[src/rtl/tscr_pkg.sv]
// Shared types and constants for the texture slot cache.
`default_nettype none
package tscr_pkg;

    localparam int SLOT_COUNT_DEF = 128;
    localparam int KEY_BITS_DEF   = 32;
    localparam int IN_KEY_W       = 32;
    localparam int FRAME_W        = 32;
    localparam int OUTCOME_W      = 2;
    localparam int SLOT_IDX_W     = 7;

    localparam logic [OUTCOME_W-1:0] OUTCOME_HIT  = 2'd0;
    localparam logic [OUTCOME_W-1:0] OUTCOME_FILL = 2'd1;
    localparam logic [OUTCOME_W-1:0] OUTCOME_FULL = 2'd2;

    typedef struct packed {
        logic [IN_KEY_W-1:0] texture_key;
        logic [FRAME_W-1:0]  frame_number;
    } t_req;

    typedef struct packed {
        logic [OUTCOME_W-1:0]  outcome;
        logic [SLOT_IDX_W-1:0] slot_index;
    } t_rsp;

    typedef struct packed {
        logic match;
        logic stale;
    } t_probe;

endpackage
`default_nettype wire

[src/rtl/tscr_probe_unit.sv]
// Shared probe unit: tag match and frame age test for one slot.
`default_nettype none
module tscr_probe_unit
    import tscr_pkg::*;
#(
    parameter int KEY_BITS = KEY_BITS_DEF
) (
    input  wire logic [KEY_BITS-1:0] i_tag,
    input  wire logic [KEY_BITS-1:0] i_key,
    input  wire logic [FRAME_W-1:0]  i_last_frame,
    input  wire logic [FRAME_W-1:0]  i_frame,
    output t_probe                   o_probe
);

    logic [FRAME_W-1:0] age;

    always_comb begin
        age           = i_frame - i_last_frame;
        o_probe.match = (i_tag == i_key);
        o_probe.stale = !age[FRAME_W-1] && (age[FRAME_W-2:1] != '0);
    end

endmodule
`default_nettype wire

[config.mk]
export PLATFORM = sky130hd
export DESIGN_NAME = tscr_probe_unit
export DESIGN_NICKNAME = d
export VERILOG_FILES = /design/src/rtl/tscr_pkg.sv /design/src/rtl/tscr_probe_unit.sv
export SDC_FILE = /design/constraint.sdc
export NUM_CORES = 1
export LEC_CHECK = 0
export BUFFER_PORTS_ARGS = -buffer_cell sky130_fd_sc_hd__buf_2
export CAP_MARGIN = 20
export CORE_ASPECT_RATIO = 1.25
export CORE_MARGIN = 10
export CORE_UTILIZATION = 35
export DETAILED_ROUTE_END_ITERATION = 8
export PLACE_DENSITY_LB_ADDON = 0.3
export SLEW_MARGIN = 10
export SYNTH_ARGS = -nofsm -noshare
export SYNTH_HDL_FRONTEND = slang
export SYNTH_SLANG_ARGS = --single-unit
[constraint.sdc]
create_clock -name vclk -period 6.2
set_input_delay 0.31 -clock vclk [all_inputs]
set_output_delay 0.31 -clock vclk [all_outputs]
set_load 0.1 [all_outputs]
# Word-level counts from Yosys, hierarchy flattened
# Index checks and enable logic that the tools add are counted.
dict set report totals {
  ff_bits 0
  word_cells 5
  output_inout_bits 2
  input_bits 128
}
dict set report classes {
  add_sub_neg 1
  reduce_logical 3
  n_eq_ne 1
}
# op n
set op_table {}
lappend op_table {{equality test 32 bit} 1}
lappend op_table {{subtractor 32 bit} 1}
lappend op_table {{nonzero test 30 bit} 1}
lappend op_table {{logical AND 1 bit} 1}
lappend op_table {{zero test 1 bit} 1}

# Logic depth before layout (Yosys ltp)
dict set report logic_depth {
  word_depth 3
  mapped_depth 12
  depth_no_buf 11
}

# Least setup slack after synthesis
# Ideal clock, no wire load.
dict set report synth_timing {
  path_kind {input to output}
  startpoint {input i_last_frame[0]}
  endpoint {output o_probe[0] (netlist name)}
  path_stages 11
  required_ns 5.890
  path_slack_ns 1.758
  t_arrival_ns 4.132
  cell_sequence {nor2b_1 > fa_1 > nand2b_1 > a21oi_1 > o311ai_0 > a311oi_1 > nor2_1 > or2_2 > a31oi_1 > mux2_2 > a21oi_1}
}
# element line_no
set synth_lines {}
lappend synth_lines {{start: declaration} tscr_probe_unit.sv:10} ;# input wire logic [FRAME_W-1:0] i_last_frame,
lappend synth_lines {{end: declaration} tscr_probe_unit.sv:12} ;# output t_probe o_probe

==> impl_metrics.json <==
{
  "run_status": "finished, final reports clean",
  "holdPathStages": 5,
  "numPortBuffers": 130,
  "dp_hpwl_um": 8430,
  "synth_top_area_cell": "ha_1",
  "ctsResizeCount": 0,
  "initial_utilization": 0.359,
  "p_clk_frac": 0,
  "p_seq_frac": 0,
  "syn_to_final_growth_pct": 25.0,
  "arrival_ns": 3.73,
  "ioPinCount": 130,
  "seq_area_frac_synth": 0,
  "drt-total-wl_um": 9590,
  "leakage_nw": 1.65,
  "drtAntennaViolNets": 0,
  "worst_pin_slew_ns": 0.853,
  "endpoint_kind": "output port",
  "hold_path_end": "o_probe[0]",
  "drive_gt1_frac": 0.282,
  "synth_cells": 404,
  "fp.dieArea_mm2": 0.0115,
  "viasPerCell": 5.59,
  "hold_class": "in2out",
  "fin_setup_tns_ns": 0,
  "drtPass1Iterations": 5,
  "synth_top_area_frac": 0.141,
  "n_antenna_cell": 0,
  "wire_per_inst_um": 15.7,
  "avgSynthCellArea_um2": 6.57,
  "die_h_um": 117,
  "grt_pass1_wl_um": 15700,
  "finalSetupViolations": 0,
  "rsz0062_at_grt": "no",
  "grt_max_degree": 14,
  "synth_fp_nets": 563,
  "power.density_mw_per_mm2": 92.1,
  "hp-start": "i_frame[31]",
  "antenna_found_initial": 0,
  "grt_use_total": 0.153,
  "gp_congestion": 0.990,
  "grt_pass1_vias": 3488,
  "coreArea_mm2": 0.00740,
  "internal_power_mw": 0.129,
  "relSlewSlack": 0.424,
  "yosysWarnings": 0,
  "ctsHoldBuffers": 0,
  "switchingPower_mw": 0.177,
  "synth_area_mm2": 0.00266,
  "nNetsFinal": 678,
  "fin_crit_sh": 0.651,
  "drv_slew": 0,
  "swShare": 0.579,
  "crit_type": "in2out",
  "ir_drop_mv": 0.0615,
  "synth_area_leaders": "ha_1 (14%), xor2_1 (13%), a21oi_1 (6.4%), inv_1 (5.9%), o21ai_0 (4.7%)",
  "drt_iter0_drc": 198,
  "nClkBuffers": 0,
  "via_count": 3402,
  "share_comb_of_total_power": 1.000,
  "crit_required_ns": 5.89,
  "die_x_um": 97.9,
  "register_area_um2": 0,
  "seq_cell_count": 0,
  "grt_overflow": 0,
  "min_period_ns": 4.04,
  "hold_viol": 0,
  "critPathMaxFanout": 5,
  "cts_setup_buffers": 0,
  "yosysUniqueCellTypes": 60,
  "start_kind": "input pin",
  "drc": 0,
  "final_util": 0.449,
  "fmax_mhz": 248,
  "row_count": 35,
  "cap_violations": 0
}
[cells by family after synthesis]
family                   count (synthesis)  synth area share
AO/OA/AOI/OAI                          119             0.293
XOR/XNOR                                43             0.142
adder cells (fa/ha/maj)                 31             0.149
buffers and inverters                   59            0.0975
multiplexers                             7            0.0278
AND/OR/NAND/NOR                        145             0.291
[metal layers]
layer / global-route usage / up-vias / wire length, µm
met3: 0.0299 / 37 / 727
li1: - / 1714 / -
met4: 0.0483 / 0 / 343
met5: 0 / - / 0
met2: 0.289 / 149 / 4930
met1: 0.162 / 1502 / 3580
[critical path: stages]
cell	delay, ns
buf_2	0.09
nor2b_1	0.14
fa_1	0.40
nand2b_1	0.18
a21oi_1	0.38
o311ai_0	0.33
a311oi_1	0.34
nor2_1	0.11
or2_2	0.30
a31oi_1	0.23
mux2_2	0.36
a21oi_1	0.11
buf_2	0.44
[layout make-up]
class / instances / area, µm²
timing repair buffer: 130 / 651
fill: 799 / 4080
multi-input combinational: 345 / 2400
inverter: 42 / 158
tap: 92 / 115
[power groups by stage]
stage	clock (mW)	sequential [mW]	combinational (mW)
finish	0	0	0.306
global route	0	0	0.339
CTS	0	0	0.303
detailed placement	0	0	0.301
global placement	0	0	0.298
floorplan	0	0	0.213
[worst max-delay path by stage]
stage                    start    endpoint  slack [ns]  cells past startpoint
2_1_floorplan  i_last_frame[0]  o_probe[0]        1.76                     11
4_1_cts        i_last_frame[0]  o_probe[0]        2.18                     13
5_1_grt        i_last_frame[9]  o_probe[0]        1.95                     13
6_report       i_last_frame[0]  o_probe[0]        2.16                     13
3_5_place_dp   i_last_frame[0]  o_probe[0]        2.20                     13
3_3_place_gp   i_last_frame[0]  o_probe[0]        2.22                     13
[stage by stage]
| step | cell area, µm² | power, mW | worst slack, ns | instances | hold slack [ns] |
|---|---|---|---|---|---|
| floorplan | 2660 | 0.213 | 1.76 | 404 | 1.15 |
| global placement | 3320 | 0.298 | 2.22 | 609 | 1.22 |
| detailed placement | 3320 | 0.301 | 2.20 | 609 | 1.21 |
| CTS | 3320 | 0.303 | 2.18 | 609 | 1.23 |
| global route | 3320 | 0.339 | 1.95 | 609 | 1.31 |
| finish | 3320 | 0.306 | 2.16 | 609 | 1.23 |
[cell usage in the layout (no fill, tap or decap), drive strengths merged, types with 4 or more instances in the layout]
| cell | n |
|---|---|
| o21a | 4 |
| inv | 42 |
| buf | 130 |
| a21o | 7 |
| a31oi | 9 |
| xor2 | 40 |
| o21ai | 25 |
| ha | 30 |
| o211ai | 4 |
| mux2i | 4 |
| a211oi | 7 |
| nor2 | 24 |
| o2111ai | 4 |
| nand2 | 28 |
| and3 | 6 |
| nand3 | 16 |
| nor2b | 5 |
| nand2b | 4 |
| nor4 | 10 |
| a21oi | 34 |
| nand4 | 15 |
| nor3 | 13 |
| or3 | 7 |
| and2 | 5 |
[synth_stat cells (3+ instances only)]
library cell  number
inv_1             42
xor2_1            40
a21oi_1           34
ha_1              30
nand2_1           28
o21ai_0           25
nor2_1            24
nand3_1           16
nand4_1           15
nor3_1            13
clkbuf_1          10
nor4_1            10
a31oi_1            9
a211oi_1           7
or3_1              6
a21o_1             5
nor2b_1            5
and2_1             4
and3_1             4
mux2i_1            4
nand2b_1           4
o2111ai_1          4
o211ai_1           4
o21a_1             4
a2111oi_0          3
mux2_2             3
nor3b_1            3
o21bai_1           3
o22ai_1            3
o31ai_1            3
xnor2_1            3
Power figures use the tool's default switching activity.
